--- src/hdl/gbdd_pkg.sv ---
// shared types, constants and pixel-code helpers for the ground bitplane delta decoder
// no dependencies
package gbdd_pkg;

  localparam int unsigned PIXELS_PER_ROW = 512;
  localparam int unsigned GROUP_PIXELS   = 8;
  localparam int unsigned PIXEL_W        = 8;
  localparam int unsigned CODE_W         = 2;

  typedef logic [PIXEL_W-1:0] pixel_t;
  typedef logic [CODE_W-1:0]  code_t;

  // codes named by which plane bits are set
  localparam code_t CODE_BOTH = 2'd0;
  localparam code_t CODE_HIGH = 2'd1;
  localparam code_t CODE_LOW  = 2'd2;
  localparam code_t CODE_NONE = 2'd3;

  // both set gives 0, high only 1, low only 2, neither 3
  function automatic code_t code_of(input logic lo_bit, input logic hi_bit);
    code_of = {~hi_bit, ~lo_bit};
  endfunction

  // step added to the running pixel, modulo 256
  function automatic pixel_t delta_of(input code_t prev, input code_t cur);
    pixel_t diff;
    diff = {{(PIXEL_W-CODE_W){1'b0}}, cur} - {{(PIXEL_W-CODE_W){1'b0}}, prev};
    priority if (prev == CODE_NONE && cur == CODE_BOTH) begin
      delta_of = 8'd1;
    end else if (prev == CODE_BOTH && cur == CODE_NONE) begin
      delta_of = 8'd255;
    end else if (prev == CODE_LOW && cur == CODE_BOTH) begin
      delta_of = 8'd2;
    end else if (prev == CODE_BOTH && cur == CODE_LOW) begin
      delta_of = 8'd254;
    end else begin
      delta_of = diff;
    end
  endfunction

endpackage

--- src/hdl/ground_bitplane_delta_decoder_core.sv ---
// ground bitplane delta decoder: top level with input and result registers
// depends on gbdd_pkg
//
// usage
//   slave stream s_axis carries one byte pair per transfer: the low plane in
//   tdata[7:0] and the high plane in tdata[15:8], eight pixels msb first.
//   master stream m_axis returns the eight decoded pixels of that group in
//   tdata, pixel 0 in the lowest byte, and tlast marks the last group of a row.
//   a row is ceil(PixelsPerRow / 8) groups; the running pixel and previous
//   code clear after its last group.
// pipeline and throughput
//   the input transfer loads the input register; from there the eight
//   chained 8-bit adds of a group settle into the result register.
//   one group per clock sustained while m_axis_tready stays high, set by
//   that single add chain.
// reset
//   rst_ni clears both stage valids, the running pixel, previous code and
//   group counter; the first group after reset starts a row.
// stalls
//   while m_axis_tready is low the result holds and one more group may sit
//   in the input register; s_axis_tready falls only when both are full.
module ground_bitplane_delta_decoder_core #(
  parameter int unsigned PixelsPerRow = gbdd_pkg::PIXELS_PER_ROW
) (
  input  logic        clk_i,
  input  logic        rst_ni,
  input  logic        s_axis_tvalid,
  output logic        s_axis_tready,
  input  logic [15:0] s_axis_tdata,   // plane_low_byte, plane_high_byte
  output logic        m_axis_tvalid,
  input  logic        m_axis_tready,
  output logic [63:0] m_axis_tdata,   // pixel_0 .. pixel_7
  output logic        m_axis_tlast    // row_end
);
  import gbdd_pkg::*;

  localparam int unsigned GroupsRaw    = (PixelsPerRow + GROUP_PIXELS - 1) / GROUP_PIXELS;
  localparam int unsigned GroupsPerRow = (GroupsRaw == 0) ? 1 : GroupsRaw;
  localparam int unsigned GroupW       = (GroupsPerRow > 1) ? $clog2(GroupsPerRow) : 1;
  localparam logic [GroupW-1:0] LastGroup = GroupW'(GroupsPerRow - 1);

  // input register
  logic        in_valid_q;
  logic [7:0]  lo_q, hi_q;
  // result register
  logic        out_valid_q;
  logic [63:0] out_data_q, out_data_d;
  logic        out_last_q;
  // decode state
  pixel_t              running_q, running_d;
  code_t               prev_code_q, prev_code_d;
  logic [GroupW-1:0]   group_q;
  logic                row_last;
  logic                advance;

  assign advance       = in_valid_q && (!out_valid_q || m_axis_tready);
  assign s_axis_tready = !in_valid_q || advance;
  assign row_last      = (group_q == LastGroup);

  // eight chained steps: emit the running value, then add the delta
  always_comb begin
    pixel_t pix;
    code_t  prev, cur;
    pix        = running_q;
    prev       = prev_code_q;
    out_data_d = '0;
    for (int k = 0; k < GROUP_PIXELS; k++) begin
      cur = code_of(lo_q[GROUP_PIXELS-1-k], hi_q[GROUP_PIXELS-1-k]);
      out_data_d[k*PIXEL_W +: PIXEL_W] = pix;
      pix  = pix + delta_of(prev, cur);
      prev = cur;
    end
    running_d   = row_last ? '0 : pix;
    prev_code_d = row_last ? CODE_BOTH : prev;
  end

  always_ff @(posedge clk_i or negedge rst_ni) begin
    if (!rst_ni) begin
      in_valid_q  <= 1'b0;
      out_valid_q <= 1'b0;
      running_q   <= '0;
      prev_code_q <= CODE_BOTH;
      group_q     <= '0;
    end else begin
      if (s_axis_tready) begin
        in_valid_q <= s_axis_tvalid;
      end
      if (advance) begin
        out_valid_q <= 1'b1;
        running_q   <= running_d;
        prev_code_q <= prev_code_d;
        group_q     <= row_last ? '0 : group_q + 1'b1;
      end else if (m_axis_tready) begin
        out_valid_q <= 1'b0;
      end
    end
  end

  always_ff @(posedge clk_i) begin
    if (s_axis_tready && s_axis_tvalid) begin
      lo_q <= s_axis_tdata[7:0];
      hi_q <= s_axis_tdata[15:8];
    end
    if (advance) begin
      out_data_q <= out_data_d;
      out_last_q <= row_last;
    end
  end

  assign m_axis_tvalid = out_valid_q;
  assign m_axis_tdata  = out_data_q;
  assign m_axis_tlast  = out_last_q;

endmodule
--- config.mk ---
export PLATFORM = sky130hd
export DESIGN_NAME = ground_bitplane_delta_decoder_core
export DESIGN_NICKNAME = d
export VERILOG_FILES = /design/src/hdl/gbdd_pkg.sv /design/src/hdl/ground_bitplane_delta_decoder_core.sv
export SDC_FILE = /design/constraint.sdc
export NUM_CORES = 1
export LEC_CHECK = 0
export BUFFER_PORTS_ARGS = -buffer_cell sky130_fd_sc_hd__buf_2
export CAP_MARGIN = 20
export CORE_ASPECT_RATIO = 1.25
export CORE_MARGIN = 2
export CORE_UTILIZATION = 58
export DETAILED_ROUTE_END_ITERATION = 16
export GPL_ROUTABILITY_DRIVEN = 0
export PLACE_DENSITY = 0.8
export SLEW_MARGIN = 10
export SYNTH_ARGS = -nofsm -noshare
export SYNTH_HDL_FRONTEND = slang
export SYNTH_SLANG_ARGS = --single-unit
--- constraint.sdc ---
create_clock -name clk_i -period 8.8 [get_ports clk_i]
set_clock_uncertainty 0.1 [all_clocks]
set_input_delay 0.88 -clock clk_i [delete_from_list [all_inputs] [get_ports clk_i]]
set_output_delay 0.88 -clock clk_i [all_outputs]
set_load 0.02 [all_outputs]
==> impl_metrics.yaml, run 1 <==
synthesis:
  ys_warn_count: 0
  postSynth.asyncResetShare_pct: 18.2
  ys_ff_latch: 99
  syn_avg_cell_area_sq_um: 11.0
  syn_inst: 574
  yosysSeqAreaShare_pct: 45.8
  yosysUniqueCellTypes: 45
  syn-cell-area_sq_um: 6290
  synth-edff-count: 81
  synth_top_flop_cell: "edfxtp_1"
  synth_nets: 675
route:
  vias: 4591
  wl_microns: 12800
  wl_per_cell_microns: 16.0
  drt_first_pass_iters: 5
  first_iter_violations: 211
  postRouteAntennaNets: 0
  via_per_inst: 5.75
  route.detailed.drc: 0
setup_path:
  r2r_setup_slack_ns: 0.71
  cpMaxStageDelayCell: "edfxtp_1"
  reg2reg_to: "running_q[7]"
  worstSetupStartpointType: "flop"
  critPathCaptureType: "flop"
  arrival_ns: 8.26
  max_stage_delay_ns: 0.52
  path_common_cell: "ha_1"
  regToRegStartpoint: "hi_q[7]"
  r2r.worst_path.cells: 31
  crit_type: "reg -> reg"
  cp_max_fo: 10
  crit_required_ns: 8.98
cts:
  cts_hold_buf: 0
  htreeDepth: 3
  clk_pin_slew_ns: 0.07
  clock_latency_ns: 0.34
  root_buffer: "clkbuf_16"
  max-clock-path-buffers: 2
  tritoncts: "done"
  clock_sinks: 99
  numCtsBuffers: 9
flow_run:
  maxCapViolCount: 0
floorplanning:
  die_area_sq_um: 11700
  start_util_pct: 59.5
  fp.coreArea_sq_um: 10600
  ioPinCount: 87
  die_h_microns: 120
  core.rowCount: 42
  die_x_microns: 97.1
cells_and_area:
  nets: 762
  fin_util_pct: 67.7
  drive_gt1_share_pct: 17.0
  area_delta_synth_final_pct: 13.7
  antenna_cells: 0
place:
  preCtsSetupSlack_ns: 0.705
  portBuffers: 86
  hpwl_microns: 9880
run_status:
  status: "finished clean"
grt:
  first_global_vias: 4711
  antenna_found_initial: 0
  overflow: 0
  grt_use_total_pct: 22.9
  grt_pass1_wl_microns: 21300
  grt_start_max_net_pins: 74
sta:
  min_period_ns: 8.09
  finalCritPeriodShare_pct: 91.9
  slew_viol_final: 0
  tns_ns: 0
  slew_headroom_pct: 39.5
  rsz0062_at_grt: "no"
  setup_viol: 0
  hold_violations: 0
  fmax_ghz: 0.124
  setup_slack_ns: 0.714
  tightest_slew_ns: 0.907
hold_path:
  worstHoldPathType: "in -> async"
-- cells in the final DEF (no fill, tap or decap), types with 3 or more instances in the layout --
cell type,count
xnor2_1,40
nor3_1,13
o221ai_1,3
o21bai_1,7
o21ai_1,3
o22ai_1,10
and3_1,3
clkbuf_16,11
buf_2,86
a21oi_1,68
a31oi_1,4
nand2b_1,9
nor2_1,38
ha_1,67
o21a_1,5
o21ai_0,23
nand2_1,45
o31ai_1,4
xor2_1,14
or2_2,3
dfrtp_1,18
nand4_1,4
inv_1,42
fa_1,14
nor2b_1,10
a21o_1,10
edfxtp_1,81
-- per-layer routing --
| layer | vias to the layer above | GRT usage, % | wire length [microns] |
|---|---|---|---|
| met1 | 2187 | 26.7 | 5170 |
| met3 | 37 | 3.58 | 599 |
| li1 | 2227 | - | - |
| met2 | 140 | 41.2 | 6500 |
| met5 | - | 0 | 0 |
| met4 | 0 | 11.0 | 531 |
-- worst max-delay path by stage --
stage / from / endpoint / slack [ns] / depth (start not counted)
5_1_grt: lo_q[7] / running_q[7] / 0.03 / 34
6_report: hi_q[7] / running_q[7] / 0.71 / 31
4_1_cts: hi_q[7] / running_q[7] / 0.58 / 31
3_3_place_gp: hi_q[7] / running_q[7] / 1.05 / 33
3_5_place_dp: hi_q[7] / running_q[7] / 0.70 / 33
2_1_floorplan: hi_q[7] / running_q[7] / 1.64 / 34
-- final cells by class --
class | count | area [sq um]
clock buffer | 12 | 279
sequential | 99 | 2880
timing repair buffer | 87 | 438
tap | 132 | 165
clock inverter | 4 | 26.3
inverter | 44 | 165
multi-input combinational | 420 | 3200
fill | 802 | 3410
-- synthesized netlist by cell type, drive strengths merged (4+ instances only) --
cell type,count,area share (%)
o21a,5,0.60
fa,14,4.5
o22ai,10,0.99
nor3,13,1.0
o21bai,7,0.84
xnor2,42,6.1
nor2,38,2.3
nand2,45,2.7
inv,44,2.6
xor2,14,1.9
edfxtp,81,39
ha,67,13
dfrtp,18,7.2
a31oi,4,0.40
nand4,4,0.40
o21ai,26,2.1
clkbuf,9,0.54
nor2b,10,0.99
a21o,10,1.2
a21oi,69,5.6
nand2b,9,0.90
o31ai,4,0.48
-- critical path, delay by kind of cell, from the launching register on --
kind            cells  cell delay, ns
fa+ha+maj           8            2.76
compound gates      9            1.76
xor+xnor            6            1.46
simple gates        6            0.67
flops               1            0.52
mux                 1            0.51
buf+inv             1            0.19
-- repair_timing --
item | in CTS | in global routing
endpoints found under the setup margin | 0 | 1
resized for setup | 0 | 1
buffers inserted | 0 | 0
endpoints found under the hold margin | 0 | 0
-- registers in the layout, indices dropped and copies added, names as in the netlist --
name and flops:
m_axis_tvalid 1, lo_q 8, running_q 8, prev_code_q 2
group_q 6, hi_q 8, in_valid_q 1, m_axis_tlast 1
m_axis_tdata 64
-- through the flow --
step / area (sq um) / cells / hold slack (ns)
6_report: 7150 / 798 / 0.351
5_1_grt: 7150 / 798 / 0.379
4_1_cts: 7150 / 798 / 0.361
3_5_place_dp: 6850 / 782 / 0.370
3_3_place_gp: 6850 / 782 / 0.359
2_1_floorplan: 6290 / 574 / 0.339
-- cells by family (layout without fill, tap and decap cells) --
group	count (synthesis)	after routing	synth area share (%)
AOI/OAI and AO/OA	147	147	14.2
xor gates and xnor gates	59	59	9.13
adders and majority gates	81	81	17.8
buffers and inverters	55	147	3.32
DFF	99	99	45.8
muxes	2	2	0.318
and+or+nand+nor	131	131	9.45
Power of run 1 is not shown: default switching activity piles up to over one toggle a cycle in this logic, so the estimate is an artifact.
==> inputs of run 2 (changes only) <==
ABC_AREA = 1   (was unset)
==> impl_metrics.yaml, run 2 <==
run_status:
  status: "finished clean"
setup_path:
  r2r_setup_slack_ns: 0.62
  cp_max_fo: 5
  arrival_ns: 8.32
  critPathCaptureType: "flop"
  cpMaxStageDelayCell: "fa_1"
  crit_buf_inv: 6
  worstSetupStartpointType: "flop"
  max_stage_delay_ns: 0.47
  crit_type: "reg -> reg"
  path_common_cell: "ha_1"
  cpLargestDelayFamily: "adder cells"
  crit_required_ns: 8.95
route:
  wl_per_cell_microns: 15.3
  via_per_inst: 5.57
  wl_microns: 13500
  route.detailed.drc: 0
  vias: 4905
  postRouteAntennaNets: 0
  first_iter_violations: 203
  drt_first_pass_iters: 5
cts:
  clock_latency_ns: 0.35
  clock_sinks: 99
  root_buffer: "clkbuf_16"
  clk_pin_slew_ns: 0.07
  numCtsBuffers: 9
  cts_setup_buffers: 0
  tritoncts: "done"
  htreeDepth: 3
  cts_hold_buf: 0
  post_cts_resized: 0
  max-clock-path-buffers: 2
synthesis:
  ys_warn_count: 0
  postSynth.asyncResetShare_pct: 18.2
  synth_common_cells: "inv_1 (109), nand2_1 (102), edfxtp_1 (81)"
  synth_top_flop_cell: "edfxtp_1"
  yosysSeqAreaShare_pct: 45.7
  synth-edff-count: 81
  synth.most_common_cell: "inv_1"
  yosysUniqueCellTypes: 40
  synth_top_area_share_pct: 38.5
  synth_nets: 748
  synth_area_leaders: "edfxtp_1 (39%), ha_1 (13%), dfrtp_1 (7.1%)"
  syn_inst: 647
  syn_avg_cell_area_sq_um: 9.75
  synth.largest_area_cell: "edfxtp_1"
  ys_ff_latch: 99
  syn-cell-area_sq_um: 6310
grt:
  first_global_vias: 4952
  overflow: 0
  grt_start_max_net_pins: 52
  grt_pass1_wl_microns: 22000
  grt_use_total_pct: 23.6
  antenna_found_initial: 0
place:
  hpwl_microns: 10200
  portBuffers: 86
sta:
  tns_ns: 0
  fmax_ghz: 0.122
  setup_viol: 0
  min_period_ns: 8.18
  slew_viol_final: 0
  slew_headroom_pct: 46.1
  tightest_slew_ns: 0.802
  finalCritPeriodShare_pct: 92.9
  rsz0062_at_grt: "no"
  hold_violations: 0
floorplanning:
  ioPinCount: 87
  core.rowCount: 42
  die_area_sq_um: 11700
  die_x_microns: 97.3
  fp.coreArea_sq_um: 10600
  die_h_microns: 121
  start_util_pct: 59.4
flow_run:
  maxCapViolCount: 0
cells_and_area:
  nets: 845
  layout_commonest_cell: "inv_1"
  fillers: 804
  final_cell_mix: "inv_1 (108), nand2_1 (102), buf_2 (86)"
  drive_gt1_share_pct: 16.3
  largest_register_ffs: 64
  area_delta_synth_final_pct: 14.1
  antenna_cells: 0
hold_path:
  worstHoldPathType: "in -> async"
run 2: logic make-up (layout without fill, tap and decap cells):
family          Yosys count  in the layout  synth area share (%)
simple gates            216            216                  15.0
buf+inv                 113            215                  6.72
flops                    99             99                  45.7
compound gates           95             95                  8.94
fa+ha+maj                81             81                  17.7
xor+xnor                 43             43                  5.97
run 2: worst paths after layout:
kind | startpoint | endpoint | cells after the start
worst max register to register | lo_q[7] | running_q[7] | 39
worst max-delay path | lo_q[7] | running_q[7] | 39
worst min register to register | running_q[2] | m_axis_tdata[2] | 0
worst min-delay path | rst_ni | running_q[2] | 1
min in group clk_i | running_q[2] | m_axis_tdata[2] | 0
max in group asynchronous | rst_ni | in_valid_q | 1
run 2: cell type report:
cell class | count | area [sq um] | share of cell area [%]
inverters | 112 | 420 | 5.84
flip-flops and latches | 99 | 2880 | 40.0
clock buffers | 10 | 239 | 3.32
well taps | 132 | 165 | 2.29
clock inverters | 6 | 50.0 | 0.695
repair buffers | 87 | 438 | 6.08
multi-input cells | 435 | 3000 | 41.7
run 2: metal layers:
metal	vias to the layer above	wire length, microns	share of wire [%]	GRT usage [%]
met1	2322	5240	39	27.4
met3	36	651	4.8	3.70
li1	2391	-	-	-
met4	0	412	3.1	10.2
met2	156	7150	53	43.4
met5	-	0	0	0
run 2: stage by stage:
step / setup WS (ns) / area, sq um / cells / util (%) / hold WS, ns
6_report: 0.622 / 7200 / 881 / 67.8 / 0.341
5_1_grt: 0.186 / 7200 / 881 / 67.8 / 0.371
4_1_cts: 0.726 / 7200 / 881 / 67.8 / 0.348
3_5_place_dp: 0.883 / 6910 / 865 / 65.1 / 0.388
3_3_place_gp: 1.02 / 6910 / 865 / 65.1 / 0.380
2_1_floorplan: 1.73 / 6310 / 647 / - / 0.353
run 2: worst reg2reg max path, delay by kind of cell (launching register included):
kind / cells / cell delay [ns]
adders and majority gates: 10 / 3.35
and+or+nand+nor: 10 / 1.21
DFF: 1 / 0.44
buffers and inverters: 6 / 0.50
AOI/OAI and AO/OA: 6 / 0.86
xor gates and xnor gates: 7 / 1.61
Power of run 2 is left out for the same reason.
==> inputs of run 3 (changes only) <==
CORE_UTILIZATION = 60   (was 58)
CTS_BUF_LIST = sky130_fd_sc_hd__clkbuf_4 sky130_fd_sc_hd__clkbuf_8   (was unset)
CTS_CLUSTER_SIZE = 28   (was unset)
HOLD_SLACK_MARGIN = 0.02   (was unset)
PLACE_DENSITY = 0.83   (was 0.8)
==> impl_metrics.yaml, run 3 (synthesis results as in run 2) <==
run_status:
  status: "finished clean"
sta:
  tns_ns: 0
  tightest_slew_ns: 0.765
  fmax_ghz: 0.121
  setup_slack_ns: 0.566
  slew_viol_final: 0
  setup_viol: 0
  hold_violations: 0
  min_period_ns: 8.23
  finalCritPeriodShare_pct: 93.6
  slew_headroom_pct: 48.6
setup_path:
  r2r_setup_slack_ns: 0.57
  r2r.worst_path.cells: 45
  crit_type: "reg -> reg"
  regToRegStartpoint: "lo_q[7]"
  reg2reg_to: "running_q[7]"
  crit_buf_inv: 10
  path_common_cell: "inv_1"
  critPathCaptureType: "flop"
  arrival_ns: 8.43
  cpMaxStageDelayCell: "edfxtp_1"
  worstSetupStartpointType: "flop"
  max_stage_delay_ns: 0.46
  cpLargestDelayFamily: "adder cells"
  crit_required_ns: 9.00
  cp_max_fo: 5
cts:
  clk_pin_slew_ns: 0.11
  clock_latency_ns: 0.39
  max-clock-path-buffers: 2
  numCtsBuffers: 9
  tritoncts: "done"
  htreeDepth: 3
  root_buffer: "clkbuf_8"
  clock_sinks: 99
route:
  postRouteAntennaNets: 0
  wl_per_cell_microns: 15.2
  route.detailed.drc: 0
  vias: 4844
  via_per_inst: 5.51
  first_iter_violations: 215
  wl_microns: 13300
  drt_first_pass_iters: 5
grt:
  grt_use_total_pct: 24.7
  grt_start_max_net_pins: 37
  first_global_vias: 4792
  grt_pass1_wl_microns: 21600
  antenna_found_initial: 0
  overflow: 0
cells_and_area:
  fillers: 747
  antenna_cells: 0
  seq_area_sq_um: 2880
  layout_commonest_cell: "inv_1"
  area_delta_synth_final_pct: 13.0
  multi_input_area_sq_um: 3020
  nets: 846
  final_cell_mix: "inv_1 (108), nand2_1 (102), buf_2 (86)"
  drive_gt1_share_pct: 16.8
  largest_register_ffs: 64
  stdcell_count: 879
place:
  portBuffers: 86
  hpwl_microns: 10300
  preCtsSetupSlack_ns: 0.768
  dp_cells: 862
floorplanning:
  die_h_microns: 119
  die_x_microns: 95.7
  start_util_pct: 62.1
  ioPinCount: 87
  fp.coreArea_sq_um: 10200
  die_area_sq_um: 11400
  core.rowCount: 41
flow_run:
  maxCapViolCount: 0
hold_path:
  worstHoldPathType: "in -> async"
## run 3: how the worst max path moves through the flow
stage | from | endpoint | slack (ns) | depth (start not counted)
finish | lo_q[7] | running_q[7] | 0.57 | 45
floorplan | lo_q[7] | running_q[7] | 1.73 | 34
detailed placement | lo_q[7] | running_q[7] | 0.77 | 38
CTS | lo_q[7] | running_q[7] | 0.59 | 40
global route | lo_q[7] | running_q[7] | -0.01 | 41
global placement | lo_q[7] | running_q[7] | 1.04 | 39
## run 3: layout make-up
cell class | count | share of cell area [%]
multi-input combinational | 435 | 42.3
sequential | 99 | 40.4
timing repair buffer | 88 | 6.25
inverter | 112 | 5.89
tap | 129 | 2.26
clock buffer | 10 | 1.84
clock inverter | 6 | 1.04
## run 3: per-layer routing
metal	vias up	global-route usage (%)	part of all wire, %
met1	2265	30.2	39
met2	163	42.3	53
li1	2384	-	-
met4	0	11.2	3.3
met5	-	0	0
met3	32	3.76	5.4
## run 3: repair_timing
action                                  CTS  global route
buffers inserted                          0             1
endpoints found under the setup margin    0             1
gates resized for setup                   0             3
hold buffers                              0             0
## run 3: per-stage QoR
stage	cell area, sq um	util [%]	hold slack, ns
CTS	7110	70.0	0.318
floorplan	6310	-	0.353
finish	7130	70.2	0.298
global route	7130	70.2	0.327
global placement	6910	68.0	0.387
detailed placement	6910	68.0	0.388
Power of run 3 is left out for the same reason.
